--- config.mk ---
export PLATFORM = sky130hd
export DESIGN_NAME = pulse_width_change_gate
export DESIGN_NICKNAME = d
export VERILOG_FILES = /design/src/rtl/pwcg_pkg.sv /design/src/rtl/pwcg_cfg.sv /design/src/rtl/pwcg_window.sv /design/src/rtl/pulse_width_change_gate.sv
export SDC_FILE = /design/constraint.sdc
export NUM_CORES = 1
export LEC_CHECK = 0
export BUFFER_PORTS_ARGS = -buffer_cell sky130_fd_sc_hd__buf_2
export CAP_MARGIN = 20
export CORE_MARGIN = 2
export CORE_UTILIZATION = 40
export CTS_CLUSTER_DIAMETER = 60
export DETAILED_ROUTE_END_ITERATION = 16
export PLACE_DENSITY_LB_ADDON = 0.05
export SETUP_SLACK_MARGIN = 0.02
export SLEW_MARGIN = 5
export SYNTH_ARGS = -nofsm -noshare
export SYNTH_HDL_FRONTEND = slang
export SYNTH_SLANG_ARGS = --single-unit
export TNS_END_PERCENT = 50
--- constraint.sdc ---
create_clock -name clk -period 19.77 [get_ports clk]
set_clock_uncertainty 0.15 [all_clocks]
set_input_delay 1.977 -clock clk [delete_from_list [all_inputs] [get_ports clk]]
set_output_delay 1.977 -clock clk [all_outputs]
set_load 0.02 [all_outputs]
--- src/rtl/pwcg_pkg.sv ---
// shared constants and types for the pulse width change gate
// no dependencies
package pwcg_pkg;

	localparam int NUM_PORTS  = 5;
	localparam int WINDOW_LEN = 5;

	localparam int PORT_W   = (NUM_PORTS > 1) ? $clog2(NUM_PORTS) : 1;
	localparam int PTR_W    = $clog2(WINDOW_LEN);
	localparam int SAMPLE_W = 12;
	localparam int CFG_W    = 16;
	localparam int IDX_W    = 3;

	// register indexes of the configuration port
	localparam logic [IDX_W-1:0] REG_MIN_INTERVAL = 3'd0;
	localparam logic [IDX_W-1:0] REG_CHANGE_THR   = 3'd1;
	localparam logic [IDX_W-1:0] REG_SETTLE_RANGE = 3'd2;
	localparam logic [IDX_W-1:0] REG_PULSE_MIN    = 3'd3;
	localparam logic [IDX_W-1:0] REG_PULSE_MAX    = 3'd4;
	localparam logic [IDX_W-1:0] REG_PORT_ENABLE  = 3'd5;

	typedef struct packed {
		logic [15:0]         min_interval_ms;
		logic [SAMPLE_W-1:0] change_threshold;
		logic [SAMPLE_W-1:0] settle_range;
		logic [SAMPLE_W-1:0] pulse_min;
		logic [SAMPLE_W-1:0] pulse_max;
		logic [4:0]          port_enable_mask;
	} cfg_t;

endpackage

--- src/rtl/pwcg_cfg.sv ---
// configuration register file of the pulse width change gate
// depends on pwcg_pkg
module pwcg_cfg (
	input  logic                      clk,
	input  logic                      arst_n,
	input  logic                      cfg_write,
	input  logic [pwcg_pkg::IDX_W-1:0] cfg_index,
	input  logic [pwcg_pkg::CFG_W-1:0] cfg_data,
	output pwcg_pkg::cfg_t            cfg
);
	import pwcg_pkg::*;

	cfg_t cfg_q;

	always_ff @(posedge clk or negedge arst_n) begin
		if (!arst_n) begin
			cfg_q.min_interval_ms  <= 16'd15;
			cfg_q.change_threshold <= 12'd6;
			cfg_q.settle_range     <= 12'd6;
			cfg_q.pulse_min        <= 12'd500;
			cfg_q.pulse_max        <= 12'd2500;
			cfg_q.port_enable_mask <= 5'd0;
		end else if (cfg_write) begin
			unique case (cfg_index)
				REG_MIN_INTERVAL: cfg_q.min_interval_ms  <= cfg_data;
				REG_CHANGE_THR:   cfg_q.change_threshold <= cfg_data[SAMPLE_W-1:0];
				REG_SETTLE_RANGE: cfg_q.settle_range     <= cfg_data[SAMPLE_W-1:0];
				REG_PULSE_MIN:    cfg_q.pulse_min        <= cfg_data[SAMPLE_W-1:0];
				REG_PULSE_MAX:    cfg_q.pulse_max        <= cfg_data[SAMPLE_W-1:0];
				REG_PORT_ENABLE:  cfg_q.port_enable_mask <= cfg_data[4:0];
				default: ;
			endcase
		end
	end

	assign cfg = cfg_q;

endmodule

--- src/rtl/pwcg_window.sv ---
// per-port sample windows with settle detection over the updated window
// depends on pwcg_pkg
module pwcg_window (
	input  logic                         clk,
	input  logic                         arst_n,
	input  logic [pwcg_pkg::PORT_W-1:0]   port,
	input  logic [pwcg_pkg::SAMPLE_W-1:0] sample,
	input  logic                         push,
	input  logic [pwcg_pkg::SAMPLE_W-1:0] settle_range,
	output logic                         settled
);
	import pwcg_pkg::*;

	logic [SAMPLE_W-1:0] samples_q [NUM_PORTS][WINDOW_LEN];
	logic [PTR_W-1:0]    ptr_q     [NUM_PORTS];

	logic [PTR_W-1:0]    ptr;
	logic [PTR_W-1:0]    ptr_next;
	logic [SAMPLE_W-1:0] row [WINDOW_LEN];
	logic [SAMPLE_W-1:0] lo;
	logic [SAMPLE_W-1:0] hi;

	always_comb begin
		ptr = ptr_q[port];
		if (32'(ptr) >= WINDOW_LEN) ptr = '0;
		ptr_next = (32'(ptr) == WINDOW_LEN - 1) ? '0 : ptr + 1'b1;
		// row as it stands after the new sample is written
		for (int i = 0; i < WINDOW_LEN; i++) begin
			row[i] = (32'(ptr) == i) ? sample : samples_q[port][i];
		end
		lo = row[0];
		hi = row[0];
		for (int i = 1; i < WINDOW_LEN; i++) begin
			if (row[i] < lo) lo = row[i];
			if (row[i] > hi) hi = row[i];
		end
		settled = (hi - lo) <= settle_range;
	end

	always_ff @(posedge clk or negedge arst_n) begin
		if (!arst_n) begin
			for (int p = 0; p < NUM_PORTS; p++) begin
				ptr_q[p] <= '0;
				for (int i = 0; i < WINDOW_LEN; i++) samples_q[p][i] <= '0;
			end
		end else if (push) begin
			samples_q[port][ptr] <= sample;
			ptr_q[port]          <= ptr_next;
		end
	end

endmodule

--- src/rtl/pulse_width_change_gate.sv ---
// pulse width change gate top level: input register, per-port decision, result register
// depends on pwcg_pkg, pwcg_cfg and pwcg_window
//
// channel  | valid / stall        | payload
// ---------+----------------------+---------------------------------------------
// in       | in_valid / in_stall  | port_index, pulse_width, now_ms
// out      | out_valid / out_stall| send, sent_width, sent_port, settle_send
// cfg      | cfg_write            | cfg_index, cfg_data
//
// one request per cycle sustained unless out_stall holds the result register; a request
// goes into the input register, then its result into the result register
// the per-port read-modify-write of the decision state sits in the logic
// between the input register and the result register
// arst_n clears all per-port state, windows and valid flags; config returns to defaults
// out_stall holds the result register; in_stall rises only when the input
// register is full and cannot move on
module pulse_width_change_gate (
	input  logic                       clk,
	input  logic                       arst_n,
	input  logic                       in_valid,
	output logic                       in_stall,
	input  logic [2:0]                 port_index,
	input  logic [15:0]                pulse_width,
	input  logic [31:0]                now_ms,
	output logic                       out_valid,
	input  logic                       out_stall,
	output logic                       send,
	output logic [11:0]                sent_width,
	output logic [2:0]                 sent_port,
	output logic                       settle_send,
	input  logic                       cfg_write,
	input  logic [pwcg_pkg::IDX_W-1:0] cfg_index,
	input  logic [pwcg_pkg::CFG_W-1:0] cfg_data
);
	import pwcg_pkg::*;

	cfg_t cfg;

	pwcg_cfg u_cfg (
		.clk       (clk),
		.arst_n    (arst_n),
		.cfg_write (cfg_write),
		.cfg_index (cfg_index),
		.cfg_data  (cfg_data),
		.cfg       (cfg)
	);

	// input register
	logic        valid_s1;
	logic [2:0]  port_index_s1;
	logic [15:0] pulse_width_s1;
	logic [31:0] now_ms_s1;

	// result register
	logic                valid_s2;
	logic                send_s2;
	logic [SAMPLE_W-1:0] sent_width_s2;
	logic [2:0]          sent_port_s2;
	logic                settle_s2;

	// per-port decision state
	logic [SAMPLE_W-1:0] last_width_q [NUM_PORTS];
	logic [31:0]         last_time_q  [NUM_PORTS];
	logic                settled_q    [NUM_PORTS];

	logic advance;
	logic fire;

	// s1 moves on when the result register is empty or being taken
	assign advance  = !valid_s2 || !out_stall;
	assign in_stall = valid_s1 && !advance;
	assign fire     = valid_s1 && advance;

	// decision logic
	logic                in_range;
	logic [PORT_W-1:0]   sel;
	logic [7:0]          mask_ext;
	logic                port_ok;
	logic                width_ok;
	logic [31:0]         elapsed;
	logic                time_ok;
	logic                accept;
	logic [SAMPLE_W-1:0] w;
	logic [SAMPLE_W-1:0] prev;
	logic                first;
	logic [SAMPLE_W-1:0] change;
	logic                big_change;
	logic                win_settled;
	logic                settle_go;
	logic                send_d;
	logic                settle_d;
	logic                push;

	always_comb begin
		in_range   = 32'(port_index_s1) < NUM_PORTS;
		// out-of-range ports park on entry zero; they never pass port_ok
		sel        = in_range ? PORT_W'(port_index_s1) : '0;
		mask_ext   = 8'(cfg.port_enable_mask);
		port_ok    = in_range && mask_ext[port_index_s1];
		width_ok   = (pulse_width_s1 >= 16'(cfg.pulse_min)) &&
		             (pulse_width_s1 <= 16'(cfg.pulse_max));
		// wrapping time difference since the last send
		elapsed    = now_ms_s1 - last_time_q[sel];
		time_ok    = elapsed >= 32'(cfg.min_interval_ms);
		accept     = port_ok && width_ok && time_ok;
		w          = pulse_width_s1[SAMPLE_W-1:0];
		prev       = last_width_q[sel];
		// zero width means nothing sent yet on this port
		first      = prev == '0;
		change     = (w > prev) ? (w - prev) : (prev - w);
		big_change = change >= cfg.change_threshold;
		settle_go  = win_settled && !settled_q[sel] && (change != '0);
		// the window takes every accepted sample except a first send
		push       = accept && !first;
		send_d     = accept && (first || big_change || settle_go);
		settle_d   = push && !big_change && settle_go;
	end

	pwcg_window u_window (
		.clk          (clk),
		.arst_n       (arst_n),
		.port         (sel),
		.sample       (w),
		.push         (fire && push),
		.settle_range (cfg.settle_range),
		.settled      (win_settled)
	);

	always_ff @(posedge clk or negedge arst_n) begin
		if (!arst_n) begin
			valid_s1 <= 1'b0;
			valid_s2 <= 1'b0;
			for (int p = 0; p < NUM_PORTS; p++) begin
				last_width_q[p] <= '0;
				last_time_q[p]  <= '0;
				settled_q[p]    <= 1'b0;
			end
		end else begin
			if (!in_stall) valid_s1 <= in_valid;
			if (advance) valid_s2 <= valid_s1;
			if (fire && accept) begin
				// a change send or first send re-arms settling, a settle send disarms it
				if (first || big_change) settled_q[sel] <= 1'b0;
				else if (settle_go) settled_q[sel] <= 1'b1;
				if (send_d) begin
					last_width_q[sel] <= w;
					last_time_q[sel]  <= now_ms_s1;
				end
			end
		end
	end

	// payload registers
	always_ff @(posedge clk) begin
		if (!in_stall && in_valid) begin
			port_index_s1  <= port_index;
			pulse_width_s1 <= pulse_width;
			now_ms_s1      <= now_ms;
		end
		if (fire) begin
			send_s2       <= send_d;
			sent_width_s2 <= send_d ? w : '0;
			sent_port_s2  <= port_index_s1;
			settle_s2     <= settle_d;
		end
	end

	assign out_valid   = valid_s2;
	assign send        = send_s2;
	assign sent_width  = sent_width_s2;
	assign sent_port   = sent_port_s2;
	assign settle_send = settle_s2;

endmodule

# == Yosys cells after proc, flatten, opt, wreduce, memory -nomap -nowiden ==
# Index checks and enable logic that the tools add are counted.
# word_totals
wordCells,192
ff_bits,679
inputBits,75
# classes
n_bitwise,5
n_lt_le_gt_ge,21
n_addsub,5
muxes,52
reduce_logical,40
n_eq_ne,9
# ops
operator,count
bitwise mux 300 bit,1
two-way mux 12 bit,18
binary-select mux 60 bit (select 3 bit),1
demux 60 bit (select 3 bit),1
two-way mux 60 bit,3
bitwise mux 160 bit,1
binary-select mux 32 bit (select 3 bit),1
demux 32 bit (select 3 bit),1
two-way mux 32 bit,3
demux 12 bit (select 3 bit),2
bitwise mux 60 bit,1
> comparator 12 bit,5
less-than comparator 12 bit,4
binary-select mux 12 bit (select 3 bit),1
subtractor 12 bit,3
greater-or-equal comparator 32 x 16 -> 1 bit,1
subtractor 32 bit,1
two-way mux 3 bit,6
logical AND 1 bit,17
greater-or-equal comparator 16 x 12 -> 1 bit,1
<= comparator 16 x 12 -> 1 bit,1
AND reduction 2 bit,8
bitwise mux 15 bit,1
"== test 3 x 2 -> 1 bit, second input constant",4
other kinds (26),46

# == Longest topological paths before layout ==
# logic_depth
depth_word,25
mapped_depth,89

# == Cells and area by module ==
# Synthesis repeated with hierarchy kept, for this count alone.
# hier_totals
hier_cells,3449
area_unflattened_um2,40136.0
# by_module_without_submodules
mod,n_inst,cells_per_inst,area_per_inst_um2
pwcg_window,1,1769,19145.9
pulse_width_change_gate,1,1531,18350.1
pwcg_cfg,1,149,2640.0

# == Worst setup path after synthesis ==
# Ideal clock, no wire load.
# synth_path
path_kind,register to register
start,register port_index_s1[1]
end,register last_width_q[14] (netlist name)
path_stages_with_launch,82
t_required_ps,19492
n_path_buf,13
t_arrival_ps,15079
period_less_slack_ps,15357
slack_ps,4413
setup_ps,128
path_cell_list,edfxtp_1 buf_6 nor2b_1 buf_6 a221oi_1 o221a_2 nand2_1 ha_1 o31ai_4 clkbuf_1 clkbuf_1 o211ai_1 o21ai_0 ha_1 nor2b_1 o21a_1 o21a_1 o21ai_0 [46 not listed] a21oi_1 o21ai_0 a21oi_1 o21bai_1 a21o_1 a21oi_1 xor2_1 ha_1 nand4_1 nor2_1 a2111oi_0 o21ai_0 o211ai_1 o31ai_4 nor3_4 nand2_4 buf_4 mux2_1
# synth_via
elab_chain_len,25
# synth_rtl
item,line_no,source
"start, declared",pulse_width_change_gate.sv:50,logic [2:0] port_index_s1;
"start signal, assigned",pulse_width_change_gate.sv:156,port_index_s1 <= port_index;
less-than comparator 3 bit,pulse_width_change_gate.sv:95,in_range = 32'(port_index_s1) < NUM_PORTS;
two-way mux 3 bit,pulse_width_change_gate.sv:97,sel = in_range ? PORT_W'(port_index_s1) : '0;
inverter 3 -> 4 bit (implied by the code),n/a,
binary-select mux 3 bit (select 3 bit),pwcg_window.sv:24,ptr = ptr_q[port];
two-way mux 3 bit (implied by the code) (2 in a row),pwcg_window.sv:24,
greater-or-equal comparator 3 bit,pwcg_window.sv:25,if (32'(ptr) >= WINDOW_LEN) ptr = '0;
two-way mux 3 bit,pwcg_window.sv:25,
== test 3 x 1 -> 1 bit or logical NOT 3 bit (tied branches),pwcg_window.sv:29,row[i] = (32'(ptr) == i) ? sample : samples_q[port][i];
[8 not listed],n/a,
two-way mux 12 bit (on tied branches),"pwcg_window.sv:35, pwcg_window.sv:34",
subtractor 12 bit,pwcg_window.sv:37,settled = (hi - lo) <= settle_range;
<= comparator 12 bit,pwcg_window.sv:37,
logical AND 1 bit (2 in a row),pulse_width_change_gate.sv:112,settle_go = win_settled && !settled_q[sel] && (change != '0);
logical OR 1 bit,pulse_width_change_gate.sv:115,send_d = accept && (first || big_change || settle_go);
logical AND 1 bit (*),pulse_width_change_gate.sv:115,
named net send_d,pulse_width_change_gate.sv:90,logic send_d;
AND reduction 2 bit (no line) (*),n/a,
"end signal, assigned by index",pulse_width_change_gate.sv:146,last_width_q[sel] <= w;
"end, declared",pulse_width_change_gate.sv:62,logic [SAMPLE_W-1:0] last_width_q [NUM_PORTS];
# The timed path passes the listed nets; every way through them passes the cells marked *. The select of a mux whose other input is x is not followed.
# A chain may end at the register's enable or synchronous reset.

# == Final worst setup path ==
# layout_path
start,register port_index_s1[1]
end,register last_time_q[81] (netlist name)
# layout_via
elab_chain_len,25
# layout_rtl
item,line_no,source
less-than comparator 3 bit,pulse_width_change_gate.sv:95,
two-way mux 3 bit,pulse_width_change_gate.sv:97,
inverter 3 -> 4 bit (implied by the code),n/a,
binary-select mux 3 bit (select 3 bit),pwcg_window.sv:24,
two-way mux 3 bit (implied by the code) (2 in a row),pwcg_window.sv:24,
greater-or-equal comparator 3 bit,pwcg_window.sv:25,
two-way mux 3 bit,pwcg_window.sv:25,
== test 3 x 1 -> 1 bit or logical NOT 3 bit (tied branches),pwcg_window.sv:29,
[8 not listed],n/a,
two-way mux 12 bit (on tied branches),"pwcg_window.sv:35, pwcg_window.sv:34",
subtractor 12 bit,pwcg_window.sv:37,
<= comparator 12 bit,pwcg_window.sv:37,
logical AND 1 bit (2 in a row),pulse_width_change_gate.sv:112,
logical OR 1 bit,pulse_width_change_gate.sv:115,
logical AND 1 bit (*),pulse_width_change_gate.sv:115,
named net send_d,pulse_width_change_gate.sv:90,
AND reduction 2 bit (no line) (*),n/a,
"end signal, assigned by index",pulse_width_change_gate.sv:147,last_time_q[sel] <= now_ms_s1;
"end, declared",pulse_width_change_gate.sv:63,logic [31:0] last_time_q [NUM_PORTS];
# Marked as above.

==> metrics.txt <==
layout cells sized above 1 28.4%; DR iter-0 viols 2028; Max IR drop VDD 0.0000666 V; Antenna diodes 0; area occupied by multi-input gates 0.0197 sq mm; Top FF cell, synth dfrtp_1; Startpoint Class flip-flop; Final Hold Fails 0; CTS Buffer Depth 3; per-cell routed wire length 26.1 microns; reg2reg start port_index_s1[1]$_DFFE_PP_; Crit path max-delay family compound AO/OA/AOI/OAI gates; area post-placement 0.0402 sq mm; syn avg cell area 11.3 sq um; Critical Path Sink Type flip-flop; Max-Slew Margin vs Limit 31.3%; Worst EP arrival 18600 ps; first-pass GRT wire length 188000 microns; register area share after synthesis 44.9%; pin count of the biggest net entering global routing 161; TritonCTS clock tree yes; Syn Inst Count 3414; Layout Area Growth over Synthesis 12.3%; Peak Freq 54.9 MHz; Final setup violation count 0; DRT met1 WL 59000 microns; CP max FO 45; Placer Congestion 0.929; TritonRoute pass-1 iters 5; die width 315 microns; FFs w/ async S/R, synth 90.0%; Synth area leader dfrtp_1; CP peak stage delay 570 ps; hold endpoint last_width_q[14]$_DFFE_PN0P_; RSZ-0062 raised after global routing false; clock latency on the worst-skew pair 680 ps; overall power 4.49 mW; Reg clk slew, reported paths 50 ps; Clock Sinks 679; Initial Util 40.5%; Mapped Area 0.0386 sq mm; top cell type's share of synthesized area 38.4%; Synth Warn # 0; minimum clock period 18200 ps; drt drc 0; Num CTS Buffers 90; Net Count, Synth 3703; met2 WL post-DR 56600 microns; min-delay src last_width_q[14]$_DFFE_PN0P_; Post-synth top cells 592 x dfrtp_1, 566 x mux2_2, 217 x a21oi_1; DRT antenna net count 0; Power Density 104 mW/mm^2; highest metal used met4; crit path kind flip-flop to flip-flop; site row count 113; slowest CP cell o21a_2; DIE AREA 0.0990 sq mm; max cap viols 0; hold depth 1; Storage cell area 0.0174 sq mm; R2R cell count 72; r2r endpoint last_time_q[81]$_DFFE_PN0P_; initial antenna violation count 3; drt via density 5.91; Root Buffer clkbuf_16; Slew Viols, Final 0; Buf/Inv on CP 4; setup TNS 0 ps; Post-CTS Hold Buffers 0; vias in the first global route 28600; Layout fillers 8808; Final Cell Area 0.0433 sq mm; Post-synth EDFFs 68; H-tree depth 3; overall routing resource usage 25.2%; routed vias 28200; CP dominant cell by count o21ai_0; Synth Register Bits 679; Leak 20.4 nW; outcome completed; I/O Buffers 93; min-delay worst type flip-flop to flip-flop; top-count cell post-synth dfrtp_1; Core Region 0.0953 sq mm; Critical Path RT 20170 ps; Final period util 92.1%; I/O pin count 94; post-DP HPWL 84000 microns; final wirelength 125000 microns; Layout Nets 3725; total grt overflow 0; post-synthesis cell type count 86; Synth area leaders dfrtp_1 38%, mux2_2 17%, ha_1 6.8%, edfxtp_1 5.3%, a221oi_1 3.1%; met3 routed WL 6210 microns; Worst Tran Pin Value 1030 ps; R2R setup slack 1570 ps; Die Y 315 microns; CP Depth 72
## flip-flops by register name, indices dropped and copies added (netlist names), named ones only
register and cells:
last_time_q 160, last_width_q 60, now_ms_s1 32, out_valid 1, port_index_s1 3, pulse_width_s1 16
send 1, sent_port 3, sent_width 12, settle_send 1, u_cfg.cfg 69, u_window.ptr_q 15
u_window.samples_q 300, valid_s1 1
## per-stage QoR
step | worst slack, ps | utilization, % | instances | hold WS, ps
floorplan | 4410 | - | 3414 | 271
detailed placement | 685 | 42.2 | 4604 | 333
global placement | 1170 | 42.2 | 4604 | 321
finish | 1570 | 45.5 | 4776 | 347
CTS | 634 | 45.4 | 4771 | 346
global route | 184 | 45.5 | 4776 | 359
## report_power, final
group | leakage, nW | switching [mW] | internal, mW | total, mW
clock network | 1.48 | 0.665 | 0.972 | 1.64
logic | 9.89 | 0.849 | 0.500 | 1.35
registers | 9.02 | 0.0318 | 1.47 | 1.50
## final cells by class
| type | instances | area share [%] |
|---|---|---|
| clock buffers | 125 | 5.94 |
| clock inverters | 42 | 1.01 |
| inverters | 153 | 1.32 |
| multi-input cells | 2340 | 45.5 |
| flip-flops and latches | 679 | 40.0 |
| well taps | 1265 | 3.65 |
| repair buffers | 172 | 2.56 |
## logic make-up after synthesis
| kind of cell | Yosys count | share of synthesized area, % |
|---|---|---|
| muxes | 675 | 20.9 |
| adders and majority gates | 214 | 7.01 |
| AOI/OAI and AO/OA | 865 | 15.2 |
| and+or+nand+nor | 548 | 6.69 |
| DFF | 679 | 44.9 |
| buffers and inverters | 395 | 4.35 |
| xor gates and xnor gates | 38 | 0.862 |
## cells in the final DEF (no fill, tap or decap), drive strengths merged, types with 82 or more instances in the layout
| cell | netlist | layout |
|---|---|---|
| nand2 | 178 | 178 |
| clkbuf | 146 | 126 |
| a221oi | 139 | 139 |
| ha | 210 | 210 |
| o21ai | 186 | 186 |
| nor2 | 157 | 157 |
| a21o | 82 | 82 |
| inv | 152 | 164 |
| buf | 96 | 171 |
| a21oi | 218 | 218 |
| dfrtp | 592 | 592 |
| mux2 | 577 | 577 |
## worst max-delay path by stage
stage | start | end | slack [ps]
after floorplan | port_index_s1[1]$_DFFE_PP_ | last_width_q[14]$_DFFE_PN0P_ | 4410
after global placement | port_index_s1[1]$_DFFE_PP_ | last_width_q[38]$_DFFE_PN0P_ | 1170
after detailed placement | port_index_s1[1]$_DFFE_PP_ | last_width_q[38]$_DFFE_PN0P_ | 680
after CTS | port_index_s1[1]$_DFFE_PP_ | last_width_q[38]$_DFFE_PN0P_ | 630
after global routing | port_index_s1[1]$_DFFE_PP_ | last_time_q[81]$_DFFE_PN0P_ | 180
final | port_index_s1[1]$_DFFE_PP_ | last_time_q[81]$_DFFE_PN0P_ | 1570
## timing repair
action | in CTS | in global routing
resized for setup | 0 | 7
endpoints found under the setup margin | 0 | 225
buffers inserted | 0 | 1
## metal layers
metal	GRT usage (%)	vias to the layer above
met5	0	-
met3	3.73	163
met2	39.5	738
met4	6.69	0
li1	-	12800
met1	36.4	14500
Power figures use the tool's default switching activity.
